File: src/rtl/core/hxb_pkg.sv
// Package for the hex text decoder: state and result types, status codes,
// character classification functions. No dependencies.
`timescale 1ns / 1ps

package hxb_pkg;

    localparam int CHAR_W = 16;

    typedef enum logic [1:0] {
        STATUS_OK      = 2'd0,
        STATUS_INVALID = 2'd1,
        STATUS_ODD     = 2'd2
    } status_t;

    localparam logic [CHAR_W-1:0] CH_ZERO  = 16'h0030;
    localparam logic [CHAR_W-1:0] CH_NINE  = 16'h0039;
    localparam logic [CHAR_W-1:0] CH_LA    = 16'h0061;
    localparam logic [CHAR_W-1:0] CH_LF_HEX = 16'h0066;
    localparam logic [CHAR_W-1:0] CH_UA    = 16'h0041;
    localparam logic [CHAR_W-1:0] CH_UF    = 16'h0046;
    localparam logic [CHAR_W-1:0] CH_LX    = 16'h0078;
    localparam logic [CHAR_W-1:0] CH_UX    = 16'h0058;
    localparam logic [CHAR_W-1:0] CH_SPACE = 16'h0020;
    localparam logic [CHAR_W-1:0] CH_TAB   = 16'h0009;
    localparam logic [CHAR_W-1:0] CH_COMMA = 16'h002C;
    localparam logic [CHAR_W-1:0] CH_COLON = 16'h003A;
    localparam logic [CHAR_W-1:0] CH_DASH  = 16'h002D;
    localparam logic [CHAR_W-1:0] CH_NL    = 16'h000A;
    localparam logic [CHAR_W-1:0] CH_CR    = 16'h000D;

    // Decoder state carried between beats.
    typedef struct packed {
        logic [3:0] high_nibble;
        logic       nibble_waiting;
        logic       zero_held;
        logic       failed;
    } state_t;

    // One result beat.
    typedef struct packed {
        logic       has_result;
        logic       byte_valid;
        logic [7:0] byte_value;
        logic       done_res;
        status_t    status;
    } result_t;

    function automatic logic is_skip(input logic [CHAR_W-1:0] c);
        return c inside {CH_SPACE, CH_TAB, CH_COMMA, CH_COLON, CH_DASH, CH_NL, CH_CR};
    endfunction

    function automatic logic is_x(input logic [CHAR_W-1:0] c);
        return c inside {CH_LX, CH_UX};
    endfunction

    // Bit 4 flags a hex digit, bits 3:0 hold its value.
    function automatic logic [4:0] hex_digit(input logic [CHAR_W-1:0] c);
        logic [CHAR_W-1:0] d;
        d = '0;
        if (c inside {[CH_ZERO:CH_NINE]})
        begin
            d = c - CH_ZERO;
            return {1'b1, d[3:0]};
        end
        else if (c inside {[CH_LA:CH_LF_HEX]})
        begin
            d = c - CH_LA + 16'd10;
            return {1'b1, d[3:0]};
        end
        else if (c inside {[CH_UA:CH_UF]})
        begin
            d = c - CH_UA + 16'd10;
            return {1'b1, d[3:0]};
        end
        return 5'd0;
    endfunction

endpackage

File: src/rtl/core/hxb_step.sv
// Per-character decode step: next state and result for one input beat.
// Depends on hxb_pkg.
`timescale 1ns / 1ps

module hxb_step
(
    input  hxb_pkg::state_t           cur,
    input  logic [hxb_pkg::CHAR_W-1:0] char_code,
    input  logic                      char_present,
    input  logic                      text_end,
    output hxb_pkg::state_t           nxt,
    output hxb_pkg::result_t          res
);

    logic       active;
    logic       nw_eff;
    logic [3:0] hn_eff;
    logic [4:0] dig;
    logic       got;
    logic [7:0] bval;
    logic       odd;

    always_comb
    begin
        nxt    = cur;
        got    = 1'b0;
        bval   = 8'd0;
        odd    = 1'b0;
        active = !cur.failed && char_present;
        dig    = hxb_pkg::hex_digit(char_code);
        // a held '0' that is not a prefix becomes the high nibble
        nw_eff = cur.zero_held | cur.nibble_waiting;
        hn_eff = cur.zero_held ? 4'd0 : cur.high_nibble;

        if (active)
        begin
            if (cur.zero_held && hxb_pkg::is_x(char_code))
            begin
                nxt.zero_held = 1'b0;
            end
            else
            begin
                nxt.zero_held      = 1'b0;
                nxt.nibble_waiting = nw_eff;
                nxt.high_nibble    = hn_eff;
                if (hxb_pkg::is_skip(char_code))
                begin
                    // separator, nothing to do
                end
                else if (!nw_eff && char_code == hxb_pkg::CH_ZERO)
                begin
                    nxt.zero_held = 1'b1;
                end
                else if (dig[4])
                begin
                    if (nw_eff)
                    begin
                        got                = 1'b1;
                        bval               = {hn_eff, dig[3:0]};
                        nxt.nibble_waiting = 1'b0;
                        nxt.high_nibble    = 4'd0;
                    end
                    else
                    begin
                        nxt.high_nibble    = dig[3:0];
                        nxt.nibble_waiting = 1'b1;
                    end
                end
                else
                begin
                    nxt.failed = 1'b1;
                end
            end
        end

        res.has_result = got || text_end;
        res.byte_valid = got;
        res.byte_value = bval;
        res.done_res   = text_end;
        res.status     = hxb_pkg::STATUS_OK;

        if (text_end)
        begin
            odd = !nxt.failed && (nxt.zero_held || nxt.nibble_waiting);
            if (nxt.failed)
            begin
                res.status = hxb_pkg::STATUS_INVALID;
            end
            else if (odd)
            begin
                res.status = hxb_pkg::STATUS_ODD;
            end
            nxt = '0;
        end
    end

endmodule

File: src/rtl/core/hex_text_to_bytes_top.sv
// Hex text decoder top level: state registers, decode step, two-deep result buffer.
// Depends on hxb_pkg and hxb_step.
// A result is registered into the output slot, or into the skid slot while the output stalls.
// Throughput: one character per cycle; in_ready drops only when both result
// slots are full, so beats that give no result keep flowing while one waits.
// Reset (rst_n low, asynchronous): decoder state cleared, result buffer empty.
`timescale 1ns / 1ps

module hex_text_to_bytes_top
(
    input  logic        clk,
    input  logic        rst_n,

    input  logic        in_valid,
    output logic        in_ready,
    input  logic [15:0] char_code,
    input  logic        char_present,
    input  logic        text_end,

    output logic        out_valid,
    input  logic        out_ready,
    output logic        byte_valid,
    output logic [7:0]  byte_value,
    output logic        done_res,
    output logic [1:0]  status
);

    // Decoder state: high nibble, waiting flag, held '0' lookahead, failure flag.
    hxb_pkg::state_t  state_reg;
    hxb_pkg::state_t  state_next;
    hxb_pkg::result_t step_res;

    // Output slot feeds the ports; skid slot catches a result while output stalls.
    hxb_pkg::result_t out_reg;
    hxb_pkg::result_t skid_reg;
    logic             out_valid_reg;
    logic             skid_valid_reg;

    logic in_beat;
    logic push;
    logic pop;

    hxb_step u_step
    (
        .cur          (state_reg),
        .char_code    (char_code),
        .char_present (char_present),
        .text_end     (text_end),
        .nxt          (state_next),
        .res          (step_res)
    );

    // Ready comes straight from a register: only a full skid slot blocks input.
    assign in_ready = !skid_valid_reg;
    assign in_beat  = in_valid && in_ready;
    assign push     = in_beat && step_res.has_result;
    assign pop      = out_valid_reg && out_ready;

    always_ff @(posedge clk or negedge rst_n)
    begin
        if (!rst_n)
        begin
            state_reg <= '0;
        end
        else if (in_beat)
        begin
            state_reg <= state_next;
        end
    end

    always_ff @(posedge clk or negedge rst_n)
    begin
        if (!rst_n)
        begin
            out_valid_reg  <= 1'b0;
            skid_valid_reg <= 1'b0;
        end
        else if (skid_valid_reg)
        begin
            // no push possible here: in_ready is low
            if (pop)
            begin
                skid_valid_reg <= 1'b0;
            end
        end
        else if (push)
        begin
            if (out_valid_reg && !pop)
            begin
                skid_valid_reg <= 1'b1;
            end
            out_valid_reg <= 1'b1;
        end
        else if (pop)
        begin
            out_valid_reg <= 1'b0;
        end
    end

    // Payload slots, no reset needed.
    always_ff @(posedge clk)
    begin
        if (skid_valid_reg)
        begin
            if (pop)
            begin
                out_reg <= skid_reg;
            end
        end
        else if (push)
        begin
            if (out_valid_reg && !pop)
            begin
                skid_reg <= step_res;
            end
            else
            begin
                out_reg <= step_res;
            end
        end
    end

    assign out_valid  = out_valid_reg;
    assign byte_valid = out_reg.byte_valid;
    assign byte_value = out_reg.byte_value;
    assign done_res   = out_reg.done_res;
    assign status     = out_reg.status;

endmodule

File: config.mk
export PLATFORM = sky130hd
export DESIGN_NAME = hex_text_to_bytes_top
export DESIGN_NICKNAME = d
export VERILOG_FILES = /design/src/rtl/core/hxb_pkg.sv /design/src/rtl/core/hxb_step.sv /design/src/rtl/core/hex_text_to_bytes_top.sv
export SDC_FILE = /design/constraint.sdc
export NUM_CORES = 1
export LEC_CHECK = 0
export BUFFER_PORTS_ARGS = -buffer_cell sky130_fd_sc_hd__buf_2
export CORE_AREA = 10 10 72 68
export CTS_BUF_LIST = sky130_fd_sc_hd__clkbuf_4 sky130_fd_sc_hd__clkbuf_8
export DETAILED_ROUTE_END_ITERATION = 6
export DIE_AREA = 0 0 82 78
export PLACE_DENSITY_LB_ADDON = 0.15
export REMOVE_ABC_BUFFERS = 1
export SKIP_LAST_GASP = 1
export SYNTH_ARGS = -nofsm -noshare
export SYNTH_HDL_FRONTEND = slang
export SYNTH_SLANG_ARGS = --single-unit
export TNS_END_PERCENT = 30
File: constraint.sdc
create_clock -name clk -period 3.65 [get_ports clk]
set_input_delay 0.5475 -clock clk [delete_from_list [all_inputs] [get_ports clk]]
set_output_delay 0.5475 -clock clk [all_outputs]
set_load 0.05 [all_outputs]
==> results of run 1 <==
==> metal layers <==
| layer | global-route usage | part of all wire |
|---|---|---|
| met1 | 0.158 | 0.42 |
| met2 | 0.224 | 0.49 |
| met3 | 0.0369 | 0.068 |
| met4 | 0.0612 | 0.019 |
| met5 | 0 | 0 |
==> synthesized netlist by cell type, drive strengths merged, types with 2 or more instances <==
| library cell | n |
|---|---|
| inv | 12 |
| a211oi | 3 |
| mux2 | 6 |
| o31ai | 5 |
| o21bai | 2 |
| dfrtp | 9 |
| nor4 | 3 |
| edfxtp | 24 |
| a22oi | 5 |
| ha | 5 |
| nand3 | 2 |
| nor3b | 2 |
| nand4 | 4 |
| o22ai | 4 |
| a22o | 2 |
| nor2 | 11 |
| and2 | 6 |
| a21oi | 5 |
| nand2b | 2 |
| nor2b | 9 |
| or2 | 2 |
| o21ai | 5 |
| o211ai | 4 |
| clkbuf | 2 |
| nand2 | 16 |
==> kinds of logic (layout without fill, tap and decap cells) <==
family,after synthesis,in the layout
AOI/OAI and AO/OA,44,44
adders and majority gates,5,5
buffers and inverters,15,60
DFF,33,33
muxes,6,6
and+or+nand+nor,64,64
==> through the flow <==
stage	area (sq um)	util	total power, mW	cells	hold slack (ns)
floorplan	1840	-	0.870	164	0.252
global placement	2110	0.600	0.991	250	0.415
detailed placement	2110	0.600	1.00	250	0.421
CTS	2210	0.628	1.30	258	0.115
global route	2210	0.628	1.36	258	0.115
finish	2210	0.628	1.29	258	0.114
==> worst reg2reg max path: stages, from the launching register on <==
cell	delay [ns]
dfrtp_1	0.47
nand4_1	0.16
o21bai_1	0.22
nor4b_1	0.66
o21ai_1	0.19
nor3b_1	0.32
buf_4	0.22
==> area by class of cell <==
class                           count  area [sq um]  share of cell area
Sequential cell                    33           946               0.428
Clock inverter                      1          5.00             0.00226
Clock buffer                        7          96.3              0.0436
Inverter                           12          45.0              0.0204
Multi-Input combinational cell    119           850               0.384
Timing Repair Buffer               40           213              0.0962
Tap cell                           46          57.6              0.0260
==> final timing paths <==
path	endpoint	slack [ns]	depth (start not counted)
max in group asynchronous	state_reg[6]	3.34	1
max	skid_reg[1]	0.45	12
min	state_reg[2]	0.11	1
min in group clk	skid_valid_reg	0.52	2
min reg2reg	state_reg[0]	0.53	2
max reg2reg	skid_reg[1]	1.13	6
==> power breakdown <==
| part | internal (mW) | total [mW] | switching [mW] |
|---|---|---|---|
| clock network | 0.170 | 0.300 | 0.130 |
| registers | 0.486 | 0.533 | 0.0470 |
| logic | 0.136 | 0.457 | 0.320 |
| total | 0.793 | 1.29 | 0.497 |
==> results.yml, run 1 <==
status:
  status: "finished, final reports clean"
final_layout:
  drive_gt1_frac: 0.297
  nFillCells: 291
  fin_nets: 238
  antenna_cells: 0
  final_common_cell: "buf_2"
  largest_reg_flops: 12
  layout_common_cells: "buf_2, edfxtp_1, nand2_1"
  synthToLayoutAreaGrowth_pct: 19.4
sta:
  fmax_mhz: 312
  fin_crit_sh: 0.878
  maxSlewHeadroom: 0.536
  setup_ws_ns: 0.446
  finalSetupViolCount: 0
  worst_slew_pin_slew_ns: 0.691
  fin_skew_ns: 0.00293
  period_needed_ns: 3.20
  rsz0062_at_grt: "no"
  slew_violations: 0
  tns_ns: 0
  final-hold-violation-count: 0
setup_path:
  r2r_start: "state_reg[1]"
  crit_type: "in2reg"
  cp_slowest_cell: "nor4b_1"
  worst-path-max-fanout: 7
  cp_cell_sequence: "buf_2 -> inv_1 -> ha_1 -> or4b_1 -> o211ai_1 -> a211o_1 -> nand2_1 -> ha_1 -> nor4b_1 -> o21ai_1 -> nor3b_1 -> buf_4"
  cp-end-kind: "flop"
  startpoint: "char_code[0]"
  cp.arrival_ns: 3.20
  slowest_delay_ns: 0.54
  critPathBufInv: 3
  critical_path.startpoint_type: "primary input"
  required_ns: 3.65
  crit_top_cell: "ha_1"
  cp_top_family: "simple AND/OR/NAND/NOR gates"
synthesis:
  synth_xor_area_frac: 0
  synth-simple-area-share: 0.200
  netlist.area_leader.share: 0.389
  syn_area_sq_um: 1850
  ys_top_cells_by_area: "edfxtp_1, dfrtp_1, mux2_2"
  synth_compound_area_frac: 0.188
  synthFlopType: "edfxtp_1"
  synth-edff-count: 24
  synth_area_leader_cell: "edfxtp_1"
  yosysUniqueCellTypes: 46
  ys_ff_latch: 33
  yosys.area_share.adder: 0.0338
  yosysSeqAreaShare: 0.510
  synthArstFlopShare: 0.273
  muxShareOfSynthArea: 0.0365
  synth_top_family_by_area: "simple AND/OR/NAND/NOR gates"
  yosysWarnings: 0
  synthCells: 167
  syn_area_per_cell_sq_um: 11.1
routing:
  viasPerCell: 5.74
  antenna_left: 0
  drt-initial-drc-count: 95
  dr.pass1.iters: 4
  vias: 1481
  drc: 0
  drt-total-wl_um: 4050
  post_drt_wl_per_cell_um: 15.7
floorplanning:
  fp.dieH_um: 78
  core_sq_um: 3520
  io_pins: 36
  initial_core_util: 0.526
  fp-row-count: 21
  die_w_um: 82
  die_area_sq_um: 6400
pwr:
  power_density_nw_per_um2: 583
  peakVddDrop_v: 0.000196
  p_leak_nw: 0.886
cts:
  post_cts_buffers: 0
  cts-resized-gates: 0
  cts_tree: "built"
  clk_pin_slew_ns: 0.07
  clockBufferDepth: 2
  cts_root_buffer: "clkbuf_8"
  clk_latency_ns: 0.28
  clkSinkCount: 33
  cts_buffers: 5
  cts_htree_levels: 2
  postCtsHoldBufs: 0
placed_design:
  numPortBuffers: 35
  place_hpwl_um: 3190
  dp_slack_ns: 0.205
  routabilityCongestion: 0.911
global_routing:
  grt_max_degree: 16
  grt_pass1_vias: 1515
  grt_overflow: 0
  grt_pass1_wl_um: 6930
  grt_usage: 0.135
  antenna_found_initial: 0
job:
  maxCapViolCount: 0
hold_path:
  min_path_type: "in2async"
Note: power is estimated with default switching activity, not from simulation.
==> run 2, diff against run 1 <==
--- a/config.mk
+++ b/config.mk
@@ -6,10 +6,10 @@
 export NUM_CORES = 1
 export LEC_CHECK = 0
 export BUFFER_PORTS_ARGS = -buffer_cell sky130_fd_sc_hd__buf_2
-export CORE_AREA = 10 10 72 68
+export CORE_AREA = 2 2 64 60
 export CTS_BUF_LIST = sky130_fd_sc_hd__clkbuf_4 sky130_fd_sc_hd__clkbuf_8
 export DETAILED_ROUTE_END_ITERATION = 6
-export DIE_AREA = 0 0 82 78
+export DIE_AREA = 0 0 66 62
 export PLACE_DENSITY_LB_ADDON = 0.15
 export REMOVE_ABC_BUFFERS = 1
 export SKIP_LAST_GASP = 1
==> constraint.sdc (replaced) <==
create_clock -name clk -period 3.65 [get_ports clk]
set_input_delay 0.1825 -clock clk [delete_from_list [all_inputs] [get_ports clk]]
set_output_delay 0.1825 -clock clk [all_outputs]
set_load 0.05 [all_outputs]
==> results.yml, run 2 (synthesis results as in run 1) <==
sta:
  tns_ns: 0
  worst_slew_pin_slew_ns: 0.708
  rsz0062_at_grt: "no"
  finalSetupViolCount: 0
  maxSlewHeadroom: 0.525
  slew_violations: 0
  final-hold-violation-count: 0
  fmax_mhz: 354
  fin_skew_ns: 0.00592
  fin_crit_sh: 0.775
  period_needed_ns: 2.83
setup_path:
  r2r_end: "skid_reg[11]"
  cp_top_family: "simple AND/OR/NAND/NOR gates"
  crit_top_cell: "ha_1"
  slowest_delay_ns: 0.50
  critPathBufInv: 3
  cp_cell_sequence: "buf_2 -> inv_1 -> ha_1 -> nor2_1 -> o21ai_0 -> or3b_4 -> nand2_1 -> ha_1 -> nor4b_1 -> o21ai_1 -> nor3b_1 -> buf_4"
  r2r_slack_ns: 1.19
  cp.arrival_ns: 2.82
  cp_slowest_cell: "nor4b_1"
  worst-path-max-fanout: 7
  rr_worst_depth: 6
  cp-end-kind: "flop"
  crit_cells: 12
  critical_path.startpoint_type: "primary input"
  required_ns: 3.64
  crit_type: "in2reg"
  r2r_start: "state_reg[1]"
floorplanning:
  die_area_sq_um: 4090
  fp.dieH_um: 62
  die_w_um: 66
  fp-row-count: 21
  io_pins: 36
  initial_core_util: 0.526
  core_sq_um: 3520
routing:
  met2_length_um: 1890
  drt-initial-drc-count: 76
  vias: 1480
  antenna_left: 0
  viasPerCell: 5.74
  drc: 0
  dr.pass1.iters: 4
  dr_wl_met3_um: 179
  drt-total-wl_um: 3790
  post_drt_wl_per_cell_um: 14.7
  top_layer: "met4"
  wl_met1_um: 1660
final_layout:
  final_common_cell: "buf_2"
  final_area_sq_um: 2200
  fin_nets: 238
  largest_reg_flops: 12
  layout_common_cells: "buf_2, edfxtp_1, nand2_1"
  drive_gt1_frac: 0.292
  finalCoreUtilization: 0.625
  antenna_cells: 0
  synthToLayoutAreaGrowth_pct: 18.7
global_routing:
  antenna_found_initial: 0
  grt_overflow: 0
  grt_usage: 0.204
  grt_pass1_wl_um: 6190
  grt_max_degree: 16
  grt_pass1_vias: 1304
cts:
  cts_htree_levels: 2
  post_cts_buffers: 0
  clk_latency_ns: 0.28
  cts_tree: "built"
  clk_pin_slew_ns: 0.06
  cts_root_buffer: "clkbuf_8"
  clkSinkCount: 33
  cts_buffers: 5
  clockBufferDepth: 2
pwr:
  p_clk_frac: 0.210
  p_total_mw: 1.24
  peakVddDrop_v: 0.000174
  comb_power_share: 0.360
  power_density_nw_per_um2: 565
  power_frac_seq: 0.431
  p_leak_nw: 0.875
  netSwitchingPower_mw: 0.493
  swShare: 0.397
  p_int_mw: 0.749
placed_design:
  place_hpwl_um: 2980
  numPortBuffers: 35
  post_dp_cell_area_sq_um: 2100
  routabilityCongestion: 0.850
hold_path:
  whs_path_depth: 2
  min_path_type: "in2reg"
  hold_end: "skid_valid_reg"
  min-delay-start: "out_ready"
job:
  maxCapViolCount: 0
status:
  status: "finished, final reports clean"
==> run 2: cell count changes in the layout (fill, tap and decap cells not counted), sizes merged <==
cell         previous run  this run
buf                    40        39
clkinv                  1         2
clkinvlp                0         1
dlygate4sd3             0         1
clkbuf                  7         5
==> run 2: repair_timing <==
action / CTS / global route
hold endpoints to repair: 9 / 0
gates resized for setup: 0 / 0
hold buffers: 1 / 0
==> run 2: layout make-up <==
| type | count | area (sq um) |
|---|---|---|
| clock buffers | 5 | 68.8 |
| clock inverters | 3 | 17.5 |
| fillers | 296 | 1320 |
| inverters | 12 | 45.0 |
| multi-input cells | 119 | 850 |
| flip-flops and latches | 33 | 946 |
| well taps | 46 | 57.6 |
| repair buffers | 40 | 215 |
==> run 2: metrics by stage <==
| step | hold WS [ns] | cells | worst slack, ns |
|---|---|---|---|
| floorplan | -0.113 | 164 | 0.377 |
| global placement | 0.0502 | 249 | 0.741 |
| detailed placement | 0.0552 | 249 | 0.544 |
| CTS | 0.131 | 258 | 0.837 |
| global route | 0.138 | 258 | 0.473 |
| finish | 0.138 | 258 | 0.822 |
==> run 2: power by group through the flow <==
stage,clock (mW),sequential (mW),combinational [mW]
finish,0.261,0.535,0.447
CTS,0.267,0.536,0.449
global placement,0,0.539,0.442
global route,0.281,0.545,0.483
detailed placement,0,0.543,0.448
floorplan,0,0.674,0.196
==> run 2: metal layers <==
| metal | vias to the layer above | global-route usage |
|---|---|---|
| met5 | - | 0 |
| met4 | 0 | 0.0671 |
| met3 | 7 | 0.0396 |
| met2 | 51 | 0.368 |
| met1 | 704 | 0.252 |
| li1 | 718 | - |
==> run 2: worst max-delay path by stage <==
| stage | to | from | slack, ns |
|---|---|---|---|
| global placement | skid_reg[8] | char_code[0] | 0.74 |
| floorplan | skid_reg[0] | char_code[8] | 0.38 |
| global route | skid_reg[11] | char_code[1] | 0.47 |
| detailed placement | skid_reg[6] | char_code[1] | 0.54 |
| finish | skid_reg[11] | char_code[0] | 0.82 |
| CTS | skid_reg[1] | char_code[1] | 0.84 |
==> run 3, diff against run 2 <==
--- a/config.mk
+++ b/config.mk
@@ -6,10 +6,10 @@
 export NUM_CORES = 1
 export LEC_CHECK = 0
 export BUFFER_PORTS_ARGS = -buffer_cell sky130_fd_sc_hd__buf_2
-export CORE_AREA = 2 2 64 60
+export CORE_AREA = 2 2 67 63
 export CTS_BUF_LIST = sky130_fd_sc_hd__clkbuf_4 sky130_fd_sc_hd__clkbuf_8
 export DETAILED_ROUTE_END_ITERATION = 6
-export DIE_AREA = 0 0 66 62
+export DIE_AREA = 0 0 69 65
 export PLACE_DENSITY_LB_ADDON = 0.15
 export REMOVE_ABC_BUFFERS = 1
 export SKIP_LAST_GASP = 1
==> constraint.sdc (replaced) <==
create_clock -name clk -period 2.4 [get_ports clk]
set_input_delay 0.12 -clock clk [delete_from_list [all_inputs] [get_ports clk]]
set_output_delay 0.12 -clock clk [all_outputs]
set_load 0.05 [all_outputs]
==> results.yml, run 3 (synthesis results as in run 1) <==
setup_path:
  r2r_slack_ns: 0.32
  slowest_delay_ns: 0.47
  cp_top_family: "compound AO/OA/AOI/OAI gates"
  r2r_start: "state_reg[1]"
  crit_type: "in2reg"
  cp_slowest_cell: "or4b_1"
  crit_cells: 11
  startpoint: "char_code[0]"
  worst-path-max-fanout: 3
  crit_end: "status[1]"
  critical_path.startpoint_type: "primary input"
  cp.arrival_ns: 2.31
  crit_top_cell: "ha_1"
  r2r_end: "status[1]"
  cp_cell_sequence: "buf_2 -> inv_1 -> ha_1 -> or4b_1 -> o211ai_1 -> a211o_1 -> nand2_1 -> ha_1 -> a211oi_2 -> o21bai_1 -> a32o_1"
  critPathBufInv: 2
  required_ns: 2.43
  cp-end-kind: "flop"
  rr_worst_depth: 6
placed_design:
  routabilityCongestion: 0.832
  numPortBuffers: 35
  place_hpwl_um: 3100
  post_dp_cell_area_sq_um: 2260
global_routing:
  grt_overflow: 0
  grt_pass1_vias: 1480
  grt_pass1_wl_um: 6320
  grt_max_degree: 15
  antenna_found_initial: 0
  grt_usage: 0.182
floorplanning:
  die_w_um: 69
  io_pins: 36
  initial_core_util: 0.481
  fp.dieH_um: 65
  die_area_sq_um: 4490
  fp-row-count: 22
  core_sq_um: 3850
cts:
  cts_buffers: 5
  cts_htree_levels: 2
  clkSinkCount: 33
  clk_pin_slew_ns: 0.06
  post_cts_buffers: 0
  cts_root_buffer: "clkbuf_8"
  clockBufferDepth: 2
  cts_tree: "built"
  clk_latency_ns: 0.28
sta:
  finalSetupViolCount: 0
  fin_crit_sh: 0.950
  slew_violations: 0
  final-hold-violation-count: 0
  tns_ns: 0
  fmax_mhz: 438
  worst_slew_pin_slew_ns: 0.397
  fin_skew_ns: 0.00331
  maxSlewHeadroom: 0.735
  period_needed_ns: 2.28
pwr:
  power_density_nw_per_um2: 815
  peakVddDrop_v: 0.000336
  p_total_mw: 1.94
  p_leak_nw: 0.982
routing:
  viasPerCell: 5.52
  drc: 0
  drt-initial-drc-count: 73
  antenna_left: 0
  drt-total-wl_um: 3850
  post_drt_wl_per_cell_um: 13.7
  dr.pass1.iters: 4
  vias: 1550
final_layout:
  nFillCells: 335
  largest_reg_flops: 12
  final_area_sq_um: 2380
  finalCoreUtilization: 0.618
  multi_input_area_sq_um: 870
  drive_gt1_frac: 0.369
  layout_common_cells: "buf_2, buf_4, edfxtp_1"
  synthToLayoutAreaGrowth_pct: 28.5
  fin_nets: 259
  final_common_cell: "buf_2"
  regArea_sq_um: 946
  antenna_cells: 0
status:
  status: "finished, final reports clean"
hold_path:
  min_path_type: "in2reg"
job:
  maxCapViolCount: 0
-- run 3: layer usage --
layer	vias to the layer above	global-route usage	routed length [um]
li1	765	-	-
met1	736	0.203	1620
met2	41	0.332	1990
met3	8	0.0513	179
met4	0	0.0662	68
met5	-	0	0
-- run 3: per-stage QoR --
step / worst slack [ns] / std cells / hold slack (ns)
global route: -0.0348 / 281 / 0.0779
detailed placement: -0.299 / 272 / -0.0162
global placement: -0.226 / 272 / -0.0225
finish: 0.119 / 281 / 0.0907
floorplan: -0.810 / 164 / -0.176
CTS: 0.000791 / 281 / 0.0757
-- run 3: layout make-up --
class                   instances  share of cell area
flip-flops and latches         33               0.397
multi-input cells             119               0.365
repair buffers                 61               0.157
clock buffers                   7              0.0352
well taps                      48              0.0252
inverters                      12              0.0189
clock inverters                 1             0.00158
-- run 3: report_power, final --
part	switching [mW]	internal, mW
clock	0.175	0.224
sequential	0.0392	0.741
combinational	0.522	0.241
total	0.736	1.21
-- run 3: what timing repair did --
action	in CTS	in global routing
setup endpoints to repair	0	25
hold buffers	1	0
hold endpoints to repair	9	0
resized for setup	0	4
-- run 3: worst min path at each step --
| stage | startpoint | end | slack (ns) | cells past startpoint |
|---|---|---|---|---|
| 2_1_floorplan | rst_n | out_valid | -0.18 | 0 |
| 3_3_place_gp | rst_n | state_reg[1] | -0.02 | 1 |
| 3_5_place_dp | rst_n | state_reg[2] | -0.02 | 1 |
| 4_1_cts | out_ready | skid_valid_reg | 0.08 | 2 |
| 5_1_grt | out_ready | skid_valid_reg | 0.08 | 2 |
| 6_report | out_ready | skid_valid_reg | 0.09 | 2 |
